## src/rtl/backtrack_bucket_assign_stack_unit_macros.svh

```systemverilog
// Assertion helpers for the bucket assignment stack RTL.
// Each macro expects clk and rst_n in scope.
`ifndef BACKTRACK_BUCKET_ASSIGN_STACK_UNIT_MACROS_SVH
`define BACKTRACK_BUCKET_ASSIGN_STACK_UNIT_MACROS_SVH

// Same-cycle implication, disabled while in reset
`define BBAS_ASSERT_NOW(label, ante, cons, msg) \
  label: assert property (@(posedge clk) disable iff (!rst_n) (ante) |-> (cons)) \
    else $error(msg);

// Next-cycle implication, disabled while in reset
`define BBAS_ASSERT_NEXT(label, ante, cons, msg) \
  label: assert property (@(posedge clk) disable iff (!rst_n) (ante) |=> (cons)) \
    else $error(msg);

`endif

```

## src/rtl/bbas_ram.sv

```systemverilog
module bbas_ram #(
  parameter int WIDTH = 8,
  parameter int DEPTH = 64
) (
  input  logic                     clk,
  input  logic                     we,
  input  logic [$clog2(DEPTH)-1:0] waddr,
  input  logic [WIDTH-1:0]         wdata,
  input  logic                     re,
  input  logic [$clog2(DEPTH)-1:0] raddr,
  output logic [WIDTH-1:0]         rdata
);

  logic [WIDTH-1:0] mem_r [DEPTH];

  // Write port
  always_ff @(posedge clk) begin
    if (we) begin
      mem_r[waddr] <= wdata;
    end
  end

  // Registered read, held while no read is issued
  always_ff @(posedge clk) begin
    if (re) begin
      rdata <= mem_r[raddr];
    end
  end

endmodule

```

## config.mk

```make
export PLATFORM = sky130hd
export DESIGN_NAME = bbas_ram
export DESIGN_NICKNAME = d
export VERILOG_FILES = /design/src/rtl/backtrack_bucket_assign_stack_unit_macros.svh /design/src/rtl/bbas_ram.sv
export SDC_FILE = /design/constraint.sdc
export NUM_CORES = 1
export LEC_CHECK = 0
export BUFFER_PORTS_ARGS = -buffer_cell sky130_fd_sc_hd__buf_2
export CAP_MARGIN = 20
export CORE_UTILIZATION = 65
export DETAILED_ROUTE_END_ITERATION = 16
export PLACE_DENSITY = 0.93
export REMOVE_ABC_BUFFERS = 1
export SETUP_SLACK_MARGIN = 0.1
export SKIP_LAST_GASP = 1
export SYNTH_ARGS = -nofsm -noshare
export SYNTH_HDL_FRONTEND = slang
export SYNTH_SLANG_ARGS = --single-unit
```

## constraint.sdc

```tcl
create_clock -name clk -period 3.75 [get_ports clk]
set_clock_uncertainty 0.1 [all_clocks]
set_input_delay 0.1875 -clock clk [delete_from_list [all_inputs] [get_ports clk]]
set_output_delay 0.1875 -clock clk [all_outputs]
set_load 0.02 [all_outputs]
```

After elaboration in Yosys (flattened, before gate mapping). Memory sizes are Yosys's and may differ from the RTL's. A register that Yosys moved wholly into a read port is not among the register bits. Cells that the tools add are included. W data, S select, Z words.

$add $sub $neg: 0. Multipliers: 0. Div/mod/pow operators: 0. $lt $le $gt $ge: 0. Equal/unequal tests: 0. Shift operators: 0. Muxes and demuxes: 2. Bitwise operators: 0. Reduce and logical (&&, ||, !) cells: 0.

Operator list (number): $mux W1 (2).

Register bits after elaboration: 0. Latch bits: 0. RAM bits: 512. Memory bits (read-only): 0. Input bits: 23. Output and inout bits: 8. Logic and storage cells: 3. Memories kept: 1.

Memory list: mem_r (depth 64, width 8, read ports 1, clocked after memory_dff 1, wr ports 1, line bbas_ram.sv:14) `logic [WIDTH-1:0] mem_r [DEPTH];`.

Depth between registers and ports, before layout.
Depth in word-level cells: 2. Depth in mapped cells: 9. Mapped depth without buffers: 5.

Worst setup path before layout. No wires, ideal clock.

Path kind: input -> register. Start point: input port raddr[1]. End point: register rdata[3] (read register of mem_r) (data pin). Data arrival time: 1.727 ns. Data required time: 3.384 ns. Setup slack: 1.656 ns. Stages: 7. Path buffers: 3. Cells stage by stage: buf_4 -> buf_2 -> buf_2 -> mux4_2 -> mux4_2 -> o21ai_1 -> o41ai_1.

RTL lines: start, declared (line bbas_ram.sv:10) `input logic [$clog2(DEPTH)-1:0] raddr,`; end, declared (line bbas_ram.sv:11) `output logic [WIDTH-1:0] rdata`.

==> results.ini <==
[floorplanning]
ios=31
dieHeight_um=178
die-area_mm2=0.0319
start_util_pct=66.2
die_w_um=178
rows=64
design.core.area_mm2=0.0306

[global_route]
grt_max_degree=66
grt_pass1_vias=10700
grt.total_usage_pct=33.4
overflow=0
grt_pass1_wl_mm=73.5
antenna_found_initial=0

[drt]
viasPerCell=7.65
post_drt_wl_per_cell_um=36.7
totalWireLength_mm=52.5
dr.pass1.iters=6
drt_iter0_drc=1980
drc=0
postRouteAntennaNets=0
via_count=10900

[power]
power_mw=11.9
seqPwrFrac_pct=54.1
swShare_pct=21.3
irDropWorstVdd_v=0.000333
p_leak_nw=7.01
powerDensity_mw_per_mm2=531
switchingPower_mw=2.54
internal_power_mw=9.41
pwr-share-comb_pct=5.5
p_clk_share_pct=40.4

[setup_path]
start_kind=flip-flop
worstPathMaxFanout=1
reg2reg_depth=5
worst_setup_path_end_kind=flip-flop
rr_endpoint=rdata[6]
r2r-start=mem_r[16][6]
crit_type=flip-flop to flip-flop
cp.required_ns=3.94
r2r_setup_slack_ns=1.17
crit_arrival_ns=2.77

[worst_hold_path]
min_to=mem_r[17][7]
hold_path_class=primary input to flip-flop
hp-start=wdata[7]
hold_depth=1

[cts]
clock-sinks=520
post_cts_buffers=0
holdBufCountCts=1
path_clk_slew_ns=0.07
numCtsBuffers=46
post_cts_resize_count=0
cts-root-buf=clkbuf_16
clock_latency_ns=0.56
htree_levels=2
clock_path_buffers=3
cts_tree=done

[finish]
drive_gt1_share_pct=25.1
fin_util_pct=73.5
area_delta_synth_final_pct=11.0
nFillCells=1507
fin_nets=1021

[timing]
relSlewSlack_pct=25.7
whs_ns=-0.00117
rsz0062_at_grt=no
fin_crit_sh_pct=68.8
slew_viol_final=0
setup-tns-final_ns=0
finalSetupViolations=0
timing.fmax_mhz=387
hold_violations=2
worst_pin_slew_ns=1.11
min_period_ns=2.58
worst_slack_ns=1.17

[placed_design]
portBuffers=30
place_hpwl_mm=27.0
pre_cts_ws_ns=0.839
gp_congestion=0.856

[synth]
synthCells=940
synth_top_area_cell=edfxtp_1
ys_warn_count=0
synth_top_cell_area_share_pct=77.1
yosysMostFrequentCell=edfxtp_1
synth_top_flop_cell=edfxtp_1
netlist_top_cells_count=520 x edfxtp_1, 126 x mux4_2, 83 x nor2_1
synthesis.area_per_instance_um2=21.5
async_reset_ff_share_pct=0
synth_area_mm2=0.0202
synth_area_leaders=edfxtp_1 77%, mux4_2 14%, nor2_1 1.5%
seq_area_frac_synth_pct=77.1
ys_ff_latch=520
synth_cell_types=39
synth_edf_count=520

[run_status]
violations=hold timing
status=complete, but fails checks

[flow_run]
maxCapViolations=0

[metal layers]
metal | wire [µm] | global-route usage, % | vias to the layer above
li1 | - | - | 4048
met1 | 17500 | 46.4 | 5453
met2 | 24800 | 52.7 | 1226
met3 | 7050 | 6.05 | 218
met4 | 3100 | 15.0 | 0
met5 | 0 | 0 | -
[area by class of cell]
type	count	area, µm²	share of cell area (%)
Timing Repair Buffer	61	544	2.42
Multi-Input combinational cell	369	4320	19.2
Tap cell	396	495	2.20
Sequential cell	520	15600	69.5
Clock buffer	59	1260	5.62
Antenna cell	1	2.50	0.0111
Clock inverter	24	241	1.07
[registers in the layout, indices dropped and copies added, names as in the netlist]
| name | flops |
|---|---|
| mem_r | 512 |
| rdata | 8 |
[per-stage QoR]
| stage | std cells | cell area (µm²) | hold WS (ns) |
|---|---|---|---|
| 2_1_floorplan | 889 | 19900 | 0.186 |
| 3_3_place_gp | 1332 | 20700 | 0.475 |
| 3_5_place_dp | 1332 | 20700 | 0.483 |
| 4_1_cts | 1416 | 22300 | 0.0755 |
| 5_1_grt | 1429 | 22500 | 0.00223 |
| 6_report | 1430 | 22500 | -0.00117 |
[layout by cell type (no fill, tap or decap), drive strengths merged]
cell	instances
o22ai	8
o2bb2ai	3
bufinv	5
nor2b	14
a221oi	6
a211oi	4
a2111oi	2
dlygate4sd3	6
mux4	126
mux2	13
o221ai	8
nor2	83
nand3	13
clkinvlp	2
nand2	19
clkbuf	60
o21a	2
o311ai	1
o21ai	4
clkinv	17
o2111ai	3
o41ai	2
nand2b	7
mux2i	23
a22oi	3
or3	1
nand3b	3
o32ai	2
o221a	2
a21oi	3
buf	54
and2	1
nor4	2
nor3	7
nand4	2
edfxtp	520
diode	1
nand4b	1
a31oi	1
[how the worst max path moves through the flow]
stage / startpoint / endpoint / slack (ns) / cells past startpoint
2_1_floorplan: mem_r[29][4] / rdata[4] / 1.83 / 5
3_3_place_gp: raddr[0] / rdata[4] / 0.90 / 6
3_5_place_dp: raddr[0] / rdata[4] / 0.84 / 6
4_1_cts: mem_r[21][4] / rdata[4] / 1.28 / 5
5_1_grt: raddr[0] / rdata[4] / 1.17 / 6
6_report: mem_r[16][6] / rdata[6] / 1.17 / 5
[cells by family after synthesis]
| logic type | Yosys count | synth area share, % |
|---|---|---|
| DFF | 520 | 77.1 |
| muxes | 162 | 15.9 |
| and+or+nand+nor | 153 | 3.37 |
| AOI/OAI and AO/OA | 54 | 2.06 |
| buffers and inverters | 51 | 1.56 |
[power by group through the flow]
stage | clock, mW | sequential, mW | combinational, mW
CTS | 4.80 | 6.47 | 0.608
global route | 5.00 | 6.46 | 0.668
detailed placement | 0 | 6.59 | 0.580
global placement | 0 | 6.59 | 0.551
floorplan | 0 | 6.59 | 0.249
finish | 4.83 | 6.46 | 0.654
[worst max-delay path: stages, from the launching register on]
cell	delay, ns
edfxtp_1	0.44
mux4_2	0.53
mux2_2	0.30
o221a_2	0.27
nor3_1	0.51
o32ai_1	0.17
Note: power is estimated with default switching activity, not from simulation.
