File: src/rtl/backtrack_bucket_assign_stack_unit_macros.svh
// Assertion helpers for the bucket assignment stack RTL.
// Each macro expects clk and rst_n in scope.
`ifndef BACKTRACK_BUCKET_ASSIGN_STACK_UNIT_MACROS_SVH
`define BACKTRACK_BUCKET_ASSIGN_STACK_UNIT_MACROS_SVH

// Same-cycle implication, disabled while in reset
`define BBAS_ASSERT_NOW(label, ante, cons, msg) \
  label: assert property (@(posedge clk) disable iff (!rst_n) (ante) |-> (cons)) \
    else $error(msg);

// Next-cycle implication, disabled while in reset
`define BBAS_ASSERT_NEXT(label, ante, cons, msg) \
  label: assert property (@(posedge clk) disable iff (!rst_n) (ante) |=> (cons)) \
    else $error(msg);

`endif

File: src/rtl/bbas_pkg.sv
package bbas_pkg;

  // Fixed dimensions of the search state
  localparam int MAX_GROUPS  = 4;
  localparam int MAX_BUCKETS = 64;
  localparam int MAX_KEYS    = 64;

  localparam int GRP_W   = 2;
  localparam int FLAT_W  = 6;
  localparam int KEY_W   = 6;
  localparam int FILL_W  = 7;
  localparam int USED_W  = 4;
  localparam int DEPTH_W = 7;
  localparam int SLOT_AW = FLAT_W + KEY_W;
  localparam int CFG_W   = 28;

  localparam logic [FILL_W-1:0]  KEY_LIMIT    = FILL_W'(MAX_KEYS);
  localparam logic [DEPTH_W-1:0] BUCKET_LIMIT = DEPTH_W'(MAX_BUCKETS);

  // Configuration register indexes
  localparam logic [1:0] CFG_COUNTS = 2'd0;
  localparam logic [1:0] CFG_CAPS   = 2'd1;
  localparam logic [1:0] CFG_KEYS   = 2'd2;

  // Search phase codes
  localparam logic [1:0] PH_BUCKET = 2'd0;
  localparam logic [1:0] PH_KEY    = 2'd1;
  localparam logic [1:0] PH_END    = 2'd2;

  typedef enum logic [2:0] {
    ACT_ADD_KEY     = 3'd0,
    ACT_UNDO_KEY    = 3'd1,
    ACT_ADD_BUCKET  = 3'd2,
    ACT_UNDO_BUCKET = 3'd3,
    ACT_QUERY       = 3'd4,
    ACT_READ_SLOT   = 3'd5
  } action_t;

  typedef struct packed {
    logic [2:0]        action;
    logic [KEY_W-1:0]  key_id;
    logic [GRP_W-1:0]  grp_sel;
    logic [FLAT_W-1:0] bucket_index;
    logic [KEY_W-1:0]  slot_index;
  } in_word_t;

  typedef struct packed {
    logic [1:0]          phase;
    logic                group_full;
    logic [FLAT_W-1:0]   latest_bucket;
    logic [FILL_W-1:0]   current_fill;
    logic [MAX_KEYS-1:0] unused_keys;
    logic [KEY_W-1:0]    read_key;
    logic                error;
  } out_word_t;

  // Memory port requests from the sequencer
  typedef struct packed {
    logic              we;
    logic [FLAT_W-1:0] waddr;
    logic [FILL_W-1:0] wdata;
    logic              re;
    logic [FLAT_W-1:0] raddr;
  } fill_req_t;

  typedef struct packed {
    logic               we;
    logic [SLOT_AW-1:0] waddr;
    logic [KEY_W-1:0]   wdata;
    logic               re;
    logic [SLOT_AW-1:0] raddr;
  } slot_req_t;

  typedef struct packed {
    logic              we;
    logic [FLAT_W-1:0] waddr;
    logic [GRP_W-1:0]  wdata;
    logic              re;
    logic [FLAT_W-1:0] raddr;
  } stk_req_t;

  // Bucket count of one group
  function automatic logic [USED_W-1:0] grp_count(input logic [15:0] counts,
                                                  input logic [GRP_W-1:0] g);
    return counts[{g, 2'b00} +: USED_W];
  endfunction

  // Capacity of one group, saturated at the key limit
  function automatic logic [FILL_W-1:0] grp_cap(input logic [CFG_W-1:0] caps,
                                                input logic [GRP_W-1:0] g);
    logic [4:0]        lsb;
    logic [FILL_W-1:0] c;
    lsb = 5'(g) * 5'd7;
    c   = caps[lsb +: FILL_W];
    return (c > KEY_LIMIT) ? KEY_LIMIT : c;
  endfunction

  // First flat index of a group: sum of the counts below it
  function automatic logic [FLAT_W-1:0] grp_base(input logic [15:0] counts,
                                                 input logic [GRP_W-1:0] g);
    logic [FLAT_W-1:0] s;
    s = '0;
    for (int i = 0; i < MAX_GROUPS; i++) begin
      if (GRP_W'(i) < g) begin
        s = s + FLAT_W'(counts[i*4 +: USED_W]);
      end
    end
    return s;
  endfunction

  // Total bucket count over all groups, capped at the bucket limit
  function automatic logic [DEPTH_W-1:0] total_buckets(input logic [15:0] counts);
    logic [DEPTH_W-1:0] t;
    t = '0;
    for (int i = 0; i < MAX_GROUPS; i++) begin
      t = t + DEPTH_W'(counts[i*4 +: USED_W]);
    end
    return (t > BUCKET_LIMIT) ? BUCKET_LIMIT : t;
  endfunction

  // One bit per key below the key count
  function automatic logic [MAX_KEYS-1:0] key_mask(input logic [FILL_W-1:0] kc);
    logic [FILL_W-1:0] k;
    k = (kc > KEY_LIMIT) ? KEY_LIMIT : kc;
    if (k >= KEY_LIMIT) begin
      return '1;
    end
    return (MAX_KEYS'(1) << k) - MAX_KEYS'(1);
  endfunction

  // Flat index of the newest bucket of a group with 'used' open buckets
  function automatic logic [FLAT_W-1:0] flat_of(input logic [15:0] counts,
                                                input logic [GRP_W-1:0] g,
                                                input logic [USED_W-1:0] used);
    return grp_base(counts, g) + FLAT_W'(used) - FLAT_W'(1);
  endfunction

endpackage

File: src/rtl/bbas_core.sv
module bbas_core (
  input  logic                            clk,
  input  logic                            rst_n,
  input  logic                            cfg_we,
  input  logic [1:0]                      cfg_index,
  input  logic [bbas_pkg::CFG_W-1:0]      cfg_data,
  input  logic                            in_valid,
  output logic                            in_ready,
  input  bbas_pkg::in_word_t              in_word,
  input  logic                            res_take,
  output logic                            res_valid,
  output bbas_pkg::out_word_t             res_word,
  output bbas_pkg::fill_req_t             fill_req,
  input  logic [bbas_pkg::FILL_W-1:0]     fill_q,
  output bbas_pkg::slot_req_t             slot_req,
  input  logic [bbas_pkg::KEY_W-1:0]      slot_q,
  output bbas_pkg::stk_req_t              stk_req,
  input  logic [bbas_pkg::GRP_W-1:0]      stk_q
);

  typedef enum logic [4:0] {
    S_IDLE = 5'b00001,
    S_EXE  = 5'b00010,
    S_UNK  = 5'b00100,
    S_FIL  = 5'b01000,
    S_FIN  = 5'b10000
  } state_t;

  state_t state_r, state_nxt;

  // Configuration
  logic [15:0]                  counts_r;
  logic [bbas_pkg::CFG_W-1:0]   caps_r;
  logic [bbas_pkg::FILL_W-1:0]  kcnt_r;

  // Search state held in flops
  logic [bbas_pkg::DEPTH_W-1:0]  depth_r, depth_nxt;
  logic [bbas_pkg::GRP_W-1:0]    top_r, top_nxt;
  logic [bbas_pkg::USED_W-1:0]   used_r [bbas_pkg::MAX_GROUPS];
  logic [bbas_pkg::USED_W-1:0]   used_nxt [bbas_pkg::MAX_GROUPS];
  logic [bbas_pkg::MAX_KEYS-1:0] mask_r, mask_nxt;
  logic [bbas_pkg::MAX_BUCKETS-1:0] fvalid_r, fvalid_nxt;

  // Per-word working registers
  bbas_pkg::in_word_t            req_r, req_nxt;
  logic [bbas_pkg::FLAT_W-1:0]   fraddr_r, fraddr_nxt;
  logic [bbas_pkg::FILL_W-1:0]   fill_r, fill_nxt;
  logic [bbas_pkg::KEY_W-1:0]    rkey_r, rkey_nxt;
  logic                          err_r, err_nxt;

  logic [bbas_pkg::FLAT_W-1:0]   cur_flat;
  logic [bbas_pkg::FLAT_W-1:0]   post_flat;
  logic [bbas_pkg::FILL_W-1:0]   fill_rd;
  logic [bbas_pkg::FILL_W-1:0]   cap_top;
  logic [bbas_pkg::MAX_KEYS-1:0] kmask;
  logic [bbas_pkg::USED_W-1:0]   used_g;
  logic                          reread;

  // Newest bucket from the current state
  assign cur_flat = bbas_pkg::flat_of(counts_r, top_r, used_r[top_r]);
  assign cap_top  = bbas_pkg::grp_cap(caps_r, top_r);
  assign kmask    = bbas_pkg::key_mask(kcnt_r);
  assign used_g   = used_r[req_r.grp_sel];

  // Fill entries never written read as zero
  assign fill_rd = fvalid_r[fraddr_r] ? fill_q : '0;

  // Sequencer: issue reads on accept, execute, finish any follow-up read, then offer the result
  always_comb begin
    state_nxt  = state_r;
    depth_nxt  = depth_r;
    top_nxt    = top_r;
    used_nxt   = used_r;
    mask_nxt   = mask_r;
    fvalid_nxt = fvalid_r;
    req_nxt    = req_r;
    fraddr_nxt = fraddr_r;
    fill_nxt   = fill_r;
    rkey_nxt   = rkey_r;
    err_nxt    = err_r;
    fill_req   = '0;
    slot_req   = '0;
    stk_req    = '0;
    in_ready   = 1'b0;
    res_valid  = 1'b0;
    reread     = 1'b0;
    post_flat  = '0;

    case (state_r)
      S_IDLE: begin
        in_ready = 1'b1;
      end
      S_EXE: begin
        err_nxt   = 1'b0;
        rkey_nxt  = '0;
        fill_nxt  = fill_rd;
        state_nxt = S_FIN;
        case (req_r.action)
          bbas_pkg::ACT_ADD_KEY: begin
            if (depth_r == '0 || fill_rd >= cap_top || !kmask[req_r.key_id] ||
                mask_r[req_r.key_id]) begin
              err_nxt = 1'b1;
            end else begin
              slot_req.we    = 1'b1;
              slot_req.waddr = {cur_flat, fill_rd[bbas_pkg::KEY_W-1:0]};
              slot_req.wdata = req_r.key_id;
              fill_req.we    = 1'b1;
              fill_req.waddr = cur_flat;
              fill_req.wdata = fill_rd + 7'd1;
              fvalid_nxt[cur_flat]   = 1'b1;
              mask_nxt[req_r.key_id] = 1'b1;
              fill_nxt = fill_rd + 7'd1;
            end
          end
          bbas_pkg::ACT_UNDO_KEY: begin
            if (depth_r == '0 || fill_rd == '0) begin
              err_nxt = 1'b1;
            end else begin
              slot_req.re    = 1'b1;
              slot_req.raddr = {cur_flat, bbas_pkg::KEY_W'(fill_rd - 7'd1)};
              fill_req.we    = 1'b1;
              fill_req.waddr = cur_flat;
              fill_req.wdata = fill_rd - 7'd1;
              fill_nxt  = fill_rd - 7'd1;
              state_nxt = S_UNK;
            end
          end
          bbas_pkg::ACT_ADD_BUCKET: begin
            if (depth_r >= bbas_pkg::BUCKET_LIMIT ||
                used_g >= bbas_pkg::grp_count(counts_r, req_r.grp_sel) ||
                (7'(bbas_pkg::grp_base(counts_r, req_r.grp_sel)) + 7'(used_g)) >=
                bbas_pkg::BUCKET_LIMIT) begin
              err_nxt = 1'b1;
            end else begin
              used_nxt[req_r.grp_sel] = used_g + 4'd1;
              stk_req.we    = 1'b1;
              stk_req.waddr = depth_r[bbas_pkg::FLAT_W-1:0];
              stk_req.wdata = req_r.grp_sel;
              depth_nxt = depth_r + 7'd1;
              top_nxt   = req_r.grp_sel;
              reread    = 1'b1;
            end
          end
          bbas_pkg::ACT_UNDO_BUCKET: begin
            if (depth_r == '0 || fill_rd != '0) begin
              err_nxt = 1'b1;
            end else begin
              if (used_r[top_r] != '0) begin
                used_nxt[top_r] = used_r[top_r] - 4'd1;
              end
              depth_nxt = depth_r - 7'd1;
              top_nxt   = stk_q;
              reread    = 1'b1;
            end
          end
          bbas_pkg::ACT_QUERY: begin
          end
          bbas_pkg::ACT_READ_SLOT: begin
            if (7'(req_r.slot_index) < fill_rd) begin
              rkey_nxt = slot_q;
            end
            reread = 1'b1;
          end
          default: begin
            err_nxt = 1'b1;
          end
        endcase
        // Fetch the fill of the newest bucket after the action
        post_flat = bbas_pkg::flat_of(counts_r, top_nxt, used_nxt[top_nxt]);
        if (reread) begin
          fill_req.re    = 1'b1;
          fill_req.raddr = post_flat;
          fraddr_nxt     = post_flat;
          state_nxt      = S_FIL;
        end
      end
      S_UNK: begin
        // Drop the key that left the bucket
        mask_nxt[slot_q] = 1'b0;
        state_nxt = S_FIN;
      end
      S_FIL: begin
        fill_nxt  = fill_rd;
        state_nxt = S_FIN;
      end
      S_FIN: begin
        res_valid = 1'b1;
        in_ready  = res_take;
        if (res_take) begin
          state_nxt = S_IDLE;
        end
      end
      default: begin
        state_nxt = S_IDLE;
      end
    endcase

    // Accept: latch the word and start the reads it may need
    if (in_valid && in_ready) begin
      req_nxt        = in_word;
      fill_req.re    = 1'b1;
      fill_req.raddr = (in_word.action == bbas_pkg::ACT_READ_SLOT) ?
                       in_word.bucket_index : cur_flat;
      fraddr_nxt     = fill_req.raddr;
      slot_req.re    = 1'b1;
      slot_req.raddr = {in_word.bucket_index, in_word.slot_index};
      stk_req.re     = 1'b1;
      stk_req.raddr  = bbas_pkg::FLAT_W'(depth_r - 7'd2);
      state_nxt      = S_EXE;
    end
  end

  // Result word from committed state
  always_comb begin
    res_word = '0;
    if (depth_r == '0) begin
      res_word.phase = bbas_pkg::PH_BUCKET;
    end else if (fill_r < cap_top) begin
      res_word.phase = bbas_pkg::PH_KEY;
    end else if (depth_r < bbas_pkg::total_buckets(counts_r)) begin
      res_word.phase = bbas_pkg::PH_BUCKET;
    end else begin
      res_word.phase = bbas_pkg::PH_END;
    end
    res_word.group_full    = (used_g >= bbas_pkg::grp_count(counts_r, req_r.grp_sel));
    res_word.latest_bucket = (depth_r == '0) ? '0 : cur_flat;
    res_word.current_fill  = (depth_r == '0) ? '0 : fill_r;
    res_word.unused_keys   = ~mask_r & kmask;
    res_word.read_key      = rkey_r;
    res_word.error         = err_r;
  end

  // Control state and configuration
  always_ff @(posedge clk) begin
    if (!rst_n) begin
      state_r  <= S_IDLE;
      depth_r  <= '0;
      top_r    <= '0;
      used_r   <= '{default: '0};
      mask_r   <= '0;
      fvalid_r <= '0;
      counts_r <= '0;
      caps_r   <= '0;
      kcnt_r   <= '0;
    end else begin
      state_r  <= state_nxt;
      depth_r  <= depth_nxt;
      top_r    <= top_nxt;
      used_r   <= used_nxt;
      mask_r   <= mask_nxt;
      fvalid_r <= fvalid_nxt;
      if (cfg_we) begin
        case (cfg_index)
          bbas_pkg::CFG_COUNTS: counts_r <= cfg_data[15:0];
          bbas_pkg::CFG_CAPS:   caps_r   <= cfg_data;
          bbas_pkg::CFG_KEYS:   kcnt_r   <= cfg_data[bbas_pkg::FILL_W-1:0];
          default: ;
        endcase
      end
    end
  end

  // Working registers
  always_ff @(posedge clk) begin
    req_r    <= req_nxt;
    fraddr_r <= fraddr_nxt;
    fill_r   <= fill_nxt;
    rkey_r   <= rkey_nxt;
    err_r    <= err_nxt;
  end

endmodule

File: config.mk
export PLATFORM = sky130hd
export DESIGN_NAME = bbas_core
export DESIGN_NICKNAME = d
export VERILOG_FILES = /design/src/rtl/backtrack_bucket_assign_stack_unit_macros.svh /design/src/rtl/bbas_pkg.sv /design/src/rtl/bbas_core.sv
export SDC_FILE = /design/constraint.sdc
export NUM_CORES = 1
export LEC_CHECK = 0
export ABC_AREA = 1
export BUFFER_PORTS_ARGS = -buffer_cell sky130_fd_sc_hd__buf_2
export CAP_MARGIN = 20
export CELL_PAD_IN_SITES_DETAIL_PLACEMENT = 0
export CELL_PAD_IN_SITES_GLOBAL_PLACEMENT = 1
export CORE_MARGIN = 4
export CORE_UTILIZATION = 40
export DETAILED_ROUTE_END_ITERATION = 8
export GPL_TIMING_DRIVEN = 0
export PLACE_DENSITY_LB_ADDON = 0.2
export SLEW_MARGIN = 20
export SYNTH_ARGS = -nofsm -noshare
export SYNTH_HDL_FRONTEND = slang
export SYNTH_SLANG_ARGS = --single-unit
File: constraint.sdc
create_clock -name clk -period 19.3 [get_ports clk]
set_input_delay 0 -clock clk [delete_from_list [all_inputs] [get_ports clk]]
set_output_delay 0 -clock clk [all_outputs]
set_load 0.05 [all_outputs]
Word-level counts from Yosys, hierarchy flattened
Index checks and enable logic that the tools add are counted.

word-level totals
  output and inout port bits = 158
  register bits after elaboration = 246
  bits of input ports = 73

operators by class
  mux-type cells = 119
  multipliers = 1
  add/subtract/negate cells = 25
  order comparisons = 35
  eq/ne operators = 20
  shifts and indexed selects = 3
  bitwise operators = 12
  reduce and logical (&&, ||, !) cells = 38

operators by type and width
  cell                     count
  $mux W64                 4
  $mux W6                  26
  $and A64 B64 Y64         2
  $not A64 Y64             2
  $or A64 B64 Y64          2
  $pmux W64 S2             1
  $mux W7                  12
  $add A6 B4 Y6            11
  $mux W16                 4
  $shl A1 B7 Y64 const A   1
  $sub A64 B2 Y64 const B  1
  $mux W4                  11
  $pmux W7 S2              3
  $mux W13                 3
  $mux W19                 2
  $bwmux W16               2
  $mux W32                 1
  $pmux W16 S2             1
  $lt A6 B7 Y1 const B     4
  $mux W14                 2
  $pmux W14 S2             1
  $shiftx A28 B6 Y7        1
  $mux W9                  3
  $bmux W4 S2              3
  other kinds (62)         150

Logic depth before layout (Yosys ltp)
Gate-level depths: netlist of the first run.

  depth after elaboration = 39
  depth in mapped cells = 51
  depth with buffers taken out = 51

Worst setup path before layout of the first run
No wires, ideal clock.

  path kind = register to output
  start point = register req_r[13] (netlist name)
  end point = output fill_req[4] (netlist name)
  stages on the path, launching flop included = 47
  buffers on the path = 0
  data arrival time = 8.229 ns
  path slack = 11.071 ns
  cell sequence = edfxtp_1 -> nor2_1 -> nor2_1 -> ha_1 -> fa_1 -> xnor2_1 -> o22ai_1 -> ha_1 -> a21o_1 -> a31oi_1 -> xor2_1 -> o21ai_0 -> ha_1 -> nand3_1 -> nand2_1 -> o2111ai_1 -> nand2_1 -> inv_1 -> [11 not listed] -> nand2_1 -> a21boi_0 -> inv_1 -> ha_1 -> a21oi_1 -> nand2_1 -> nand2_1 -> nand2_1 -> nor2_1 -> a21oi_1 -> ha_1 -> inv_1 -> ha_1 -> a21oi_1 -> nand2_1 -> xor2_1 -> nand2_1 -> o21ai_0

RTL lines
  element                 RTL line          text
  start, declared         bbas_core.sv:45   bbas_pkg::in_word_t req_r, req_nxt;
  start signal, assigned  bbas_core.sv:265  req_r <= req_nxt;
  end, declared           bbas_core.sv:13   output bbas_pkg::fill_req_t fill_req,

==> results.md, run 1 <==
- Comb pwr share: 0.379
- I/O pin cnt: 231
- Clk sink count: 246
- Hold Buf Count CTS: 71
- Final hold vios: 0
- Overall power: 1.816 mW
- Die width: 227.3 um
- Register area share after synthesis: 0.2754
- First-pass GRT wire length: 129,900 um
- WL/cell: 21.64 um
- Slew HR: 0.1950
- Synth Net Count: 3,271
- Crit start category: flop
- Ys Warns: 0
- Pwr dens: 78.43 nW/um^2
- Routed via count: 22,900
- Fin. max-slew vios: 0
- Overall Global Routing Usage: 0.3279
- Hold path endpoint: state_r[0]
- Worst Path Max Fanout: 9
- Slowest cell on the critical path: nor2_1
- VDD IR-drop max: 0.07085 mV
- Final count of negative-setup-slack endpoints: 0
- DRC Markers: 0
- DRT Wirelength: 88,360 um
- Critical path class: reg2out
- Avg Cell Area, Syn: 6.221 sq um
- Pin count of the biggest net entering global routing: 22
- Switch Pwr: 0.7803 mW
- Root Buffer: clkbuf_16
- Final Wtd Congestion: 0.9973
- Layout cells sized above 1: 0.1160
- R2R depth: 47
- Cells after Synth: 3,091
- CTS buffer count: 30
- Clock Path Buffers: 3
- Nets: 3,621
- Worst Tran Pin Value: 1.207 ns
- Hold path startpoint: in_valid
- Synth top area share: 0.2176
- Vias/cell: 5.609
- Row Count: 80
- Max_cap viols: 0
- Initial antenna violation count: 2
- Status: finished, final reports clean
- Clk_lat worst skew: 0.61 ns
- Initial Utilization: 0.4036
- Crit-path most repeated cell: inv_1
- CTS tree: built
- Area delta synth->final: 20.39%
- R2R Path End: fraddr_r[5]
- Internal: 1.035 mW
- Setup TNS: 0 ns
- Die Height: 227.3 um
- Post-synth top area cell: dfxtp_1
- Critical path's largest stage delay: 0.62 ns
- Period utilization: 0.5392
- Layout Skew: 0.04225 ns
- Most used DFF post-synth: dfxtp_1
- Synthesized cell area: 19,230 sq um
- Largest cells by area after synthesis: dfxtp_1, nand2_1, nor2_1
- Buffers on Ports: 230
- First-pass DRT Iterations: 8
- Fin crit period: 10.41 ns
- H-tree Lvls: 1
- Sw Share: 0.4297
- Clk slew on worst S/H paths: 0.06 ns
- Crit Reg-Reg Startpoint: req_r[13]
- Worst Hold Class: in2reg
- Distinct cells, synth: 52
- Core box area: 47,650 sq um
- Required @ worst endpoint: 19.30 ns
- Max Fclk: 96.09 MHz
- Number of global-route vias before repair: 21,890
- Seq pwr share: 0.302
- Hold path cells: 5
- Cts repair resizes: 0
- Post-CTS Setup Bufs: 0
- Crit path DAT: 10.41 ns
- CP Capture Type: output port
- Reg2reg setup slack: 9.56 ns
- Number of enable flip-flop cells after synthesis: 37
- Initial DRC Count: 2,357
- Post-detail-place hpwl: 69,600 um
- Post-route ant nets: 0
- Seq cells post-synth: 246
- Die area: 51,650 sq um
- Unrepaired setup endpoints after global routing: no
- Async SR Flop Fraction: 0
- GR Overflow Total: 0
- Pleak: 10.96 nW
- Clock Power Share: 0.320
==> registers in the layout (all words and copies together), names as in the netlist <==
register / flops
top_r: 2
req_r: 17
fraddr_r: 6
used_r: 16
counts_r: 16
kcnt_r: 7
fill_r: 7
depth_r: 7
state_r: 5
fvalid_r: 64
caps_r: 28
err_r: 1
mask_r: 64
rkey_r: 6
==> power by group through the flow <==
stage | Clock (mW) | Sequential, mW | Combinational, mW
final | 0.581 | 0.548 | 0.687
after global routing | 0.609 | 0.549 | 0.733
after CTS | 0.586 | 0.547 | 0.677
after detailed placement | 0 | 0.558 | 0.663
after global placement | 0 | 0.558 | 0.653
after floorplan | 0 | 0.554 | 0.440
==> worst max path at each step <==
stage / from / to / slack [ns] / cells past startpoint
after detailed placement: req_r[13] / fill_req[5] / 9.59 / 47
after floorplan: req_r[13] / fill_req[4] / 11.07 / 46
after global placement: req_r[13] / fill_req[5] / 9.64 / 47
after global routing: req_r[13] / fill_req[5] / 8.06 / 47
after CTS: req_r[13] / fill_req[5] / 8.94 / 47
final: req_r[13] / fill_req[5] / 8.89 / 47
==> cells in the mapped netlist, drive strengths merged, types with 21 or more instances <==
library cell	number
a21oi	266
buf	34
clkbuf	79
dfxtp	209
edfxtp	37
ha	89
inv	332
nand2	725
nand3	181
nand4	38
nor2	537
nor3	51
o211ai	21
o21a	70
o21ai	238
o22ai	36
xor2	22
==> cells by family after synthesis <==
kind of cell	after synthesis	synth area share
buffers and inverters	457	0.09526
AO/OA/AOI/OAI	691	0.2033
multiplexers	2	0.001106
flip-flops	246	0.2754
AND/OR/NAND/NOR	1553	0.3324
XOR/XNOR	35	0.01594
adder cells (fa/ha/maj)	107	0.07665
==> cell type report <==
cell class              count  area (sq um)
diodes                      3         7.507
plain buffers             113         539.3
clock buffers              46         902.1
clock inverters            10         110.1
fillers                  5039         24490
inverters                 344          1294
multi-input cells        2388         12230
flip-flops and latches    246          5295
well taps                 615         769.5
repair buffers            318          2006
==> layer usage <==
metal  share of wire  up-vias  GRT usage
li1                -    10900          -
met1            0.41    10670     0.4141
met2            0.46     1084     0.5510
met3           0.075      255    0.04836
met4           0.057        2     0.1585
met5         0.00012        -          0
==> worst max-delay path: cells and delay by family (launching register included) <==
| kind | cells | cell delay (ns) |
|---|---|---|
| adder cells (fa/ha/maj) | 10 | 3.22 |
| buffers and inverters | 11 | 1.33 |
| XOR/XNOR | 2 | 0.32 |
| flip-flops | 1 | 0.49 |
| AND/OR/NAND/NOR | 12 | 2.00 |
| AO/OA/AOI/OAI | 12 | 2.48 |
==> through the flow <==
step / instances / hold WS (ns) / util / area [sq um] / setup slack [ns]
floorplan: 3091 / 0.09887 / - / 19230 / 11.07
global placement: 3936 / 0.1812 / 0.4439 / 21150 / 9.636
detailed placement: 3953 / 0.1782 / 0.4492 / 21400 / 9.591
CTS: 4080 / 0.008492 / 0.4854 / 23130 / 8.941
global route: 4080 / 0.01870 / 0.4857 / 23140 / 8.064
finish: 4083 / 0.02241 / 0.4859 / 23150 / 8.893
==> cell usage in the layout, fill, tap and decap left out, types with 16 or more instances in the layout <==
| cell type | instances |
|---|---|
| nand2_1 | 719 |
| nor2_1 | 515 |
| inv_1 | 315 |
| a21oi_1 | 266 |
| buf_2 | 240 |
| o21ai_0 | 231 |
| dfxtp_1 | 209 |
| nand3_1 | 178 |
| ha_1 | 89 |
| clkbuf_1 | 86 |
| dlygate4sd3_1 | 71 |
| o21a_1 | 70 |
| nand4_1 | 38 |
| edfxtp_1 | 37 |
| o22ai_1 | 36 |
| clkbuf_16 | 31 |
| nor3_1 | 30 |
| buf_4 | 24 |
| xor2_1 | 22 |
| nor3_2 | 21 |
| o211ai_1 | 21 |
| fa_1 | 18 |
| nor2_2 | 17 |
| inv_2 | 16 |
(Power assumes the default switching activity.)
==> run 2, diff against run 1 <==
CORE_UTILIZATION = 38   (was 40)
clock period = 8.4 ns   (was 19.3 ns; I/O delays follow)
==> run 2 against run 1 <==
Effect of this change:
- via count increased by 1.8%
- sequential cell count is the same
- first-iteration DRC count decreased by 11%
- non-clock buffer count is 25 higher
- count of clock-buffer cells in the layout down 4
- clock skew down 0.017 ns
- critical endpoint unchanged
- global-route usage is 0.16 points lower
- critical path type unchanged
- sequential power up 130%
- register-to-register slack worse by 8.8 ns
- combinational power rose by 140%
- utilization is 1.1 points lower
==> results.md, run 2 (synthesized netlist as in run 1, its figures left out) <==
- CP Capture Type: output port
- Initial Utilization: 0.3841
- Area delta synth->final: 23.58%
- Pwr dens: 180.6 nW/um^2
- Unrepaired setup endpoints after global routing: yes
- Area taken by multi-input logic gates: 12,490 sq um
- R2R Path End: fraddr_r[5]
- Filler instances: 5,364
- Layout cells sized above 1: 0.1403
- Layout Cells excl Fill: 4,165
- Critical path's largest stage delay: 0.45 ns
- Hold path startpoint: fill_q[5]
- Crit start category: flop
- Status: finished, final reports clean
- Pin count of the biggest net entering global routing: 20
- Initial DRC Count: 2,103
- Hold path cells: 5
- Vias/cell: 5.600
- Worst Path Max Fanout: 5
- Nets: 3,647
- WL/cell: 22.14 um
- Largest registers: fvalid_r: 64 flops, mask_r: 64 flops, caps_r: 28 flops
- Inst Count DP: 4,008
- Reg2reg setup slack: 0.78 ns
- Final Wtd Congestion: 0.9804
- Overall power: 4.292 mW
- Most common cell after layout, fill and taps aside: nand2_1
- Max Fclk: 122.1 MHz
- Overall Global Routing Usage: 0.3263
- Worst Hold Class: in2reg
- Final count of negative-setup-slack endpoints: 0
- Fin. max-slew vios: 0
- Clk sink count: 246
- Die width: 233.0 um
- CTS tree: built
- Post-detail-place hpwl: 71,950 um
- Clk_lat worst skew: 0.61 ns
- GR Overflow Total: 0
- Die Height: 233.0 um
- Hold path endpoint: fill_r[5]
- DRC Markers: 0
- Number of global-route vias before repair: 21,850
- H-tree Lvls: 1
- Sequential Area: 5298 sq um
- Critical path class: reg2out
- Buffers on Ports: 230
- Commonest cells after routing, fill and taps aside: nand2_1, nor2_1, inv_1, a21oi_1, buf_2
- Routed via count: 23,330
- DRT Wirelength: 92,220 um
- Core box area: 50,070 sq um
- Setup TNS: 0 ns
- First-pass GRT wire length: 135,300 um
- Fin crit period: 8.188 ns
- R2R depth: 47
- Die area: 54,270 sq um
- Crit Reg-Reg Startpoint: req_r[13]
- Final core utilization: 0.4746
- Clock Path Buffers: 3
- First-pass DRT Iterations: 6
- Row Count: 82
- Slowest cell on the critical path: fa_1
- Crit path DAT: 8.19 ns
- Root Buffer: clkbuf_16
- Crit-path most repeated cell: inv_2
- Bufs and invs on worst path: 11
- CP top delay family: adder cells
- Max_cap viols: 0
- Post-route ant nets: 0
- Slew HR: 0.2702
- Period utilization: 0.9748
- Required @ worst endpoint: 8.40 ns
- Layout Skew: 0.02537 ns
- Final hold vios: 0
- CTS buffer count: 31
- VDD IR-drop max: 0.1643 mV
- Clk slew on worst S/H paths: 0.06 ns
- Worst Tran Pin Value: 1.086 ns
- Initial antenna violation count: 7
- I/O pin cnt: 231
- Pleak: 11.18 nW
## run 2: power breakdown
group	internal (mW)	leakage (nW)	switching (mW)
Combinational	0.401	8.60	1.22
Clock	0.809	0.538	0.606
Sequential	1.23	2.04	0.0288
## run 2: worst max-delay path by stage
stage	endpoint	cells past startpoint	from	slack [ns]
final	fill_req[5]	47	req_r[13]	0.21
after global routing	fill_req[5]	50	req_r[13]	-0.14
after CTS	fill_req[4]	49	req_r[12]	0.01
after detailed placement	fill_req[5]	47	req_r[13]	-1.22
after global placement	fill_req[5]	47	req_r[13]	-1.13
after floorplan	fill_req[4]	46	req_r[13]	0.17
## run 2: stage by stage
step	hold slack (ns)	area, sq um	setup WS, ns
after floorplan	0.09887	19230	0.1715
after global placement	0.1768	21220	-1.127
after detailed placement	0.1787	21460	-1.221
after CTS	0.01691	23460	0.01037
after global routing	0.08220	23760	-0.1433
final	0.06055	23760	0.2115
## run 2: layout make-up
| type | instances | share of cell area |
|---|---|---|
| Multi-Input combinational cell | 2388 | 0.5256 |
| Sequential cell | 246 | 0.2229 |
| Timing Repair Buffer | 343 | 0.09346 |
| Inverter | 344 | 0.05465 |
| Clock buffer | 42 | 0.03870 |
| Tap cell | 672 | 0.03538 |
| Buffer | 113 | 0.02296 |
| Clock inverter | 16 | 0.006213 |
| Antenna cell | 1 | 0.0001053 |
## run 2: timing repair
action | CTS | global route
setup endpoints to repair | 11 | 4
hold buffers | 74 | 0
buffers inserted | 11 | 13
pin swaps | 9 | 30
hold endpoints to repair | 108 | 0
gates resized for setup | 40 | 52
## run 2: metal layers
| metal | GRT usage | wire (um) | up-vias |
|---|---|---|---|
| met5 | 0 | 75 | - |
| met4 | 0.1421 | 4741 | 10 |
| met3 | 0.04346 | 6427 | 237 |
| met2 | 0.5466 | 42700 | 1059 |
| met1 | 0.4203 | 38280 | 11070 |
| li1 | - | - | 10950 |
## run 2: worst min-delay path, cell delays in order
cell and delay [ns]:
buf_2 0.13, inv_1 0.08, nor2_1 0.11, nand2_1 0.09
nand2_1 0.06
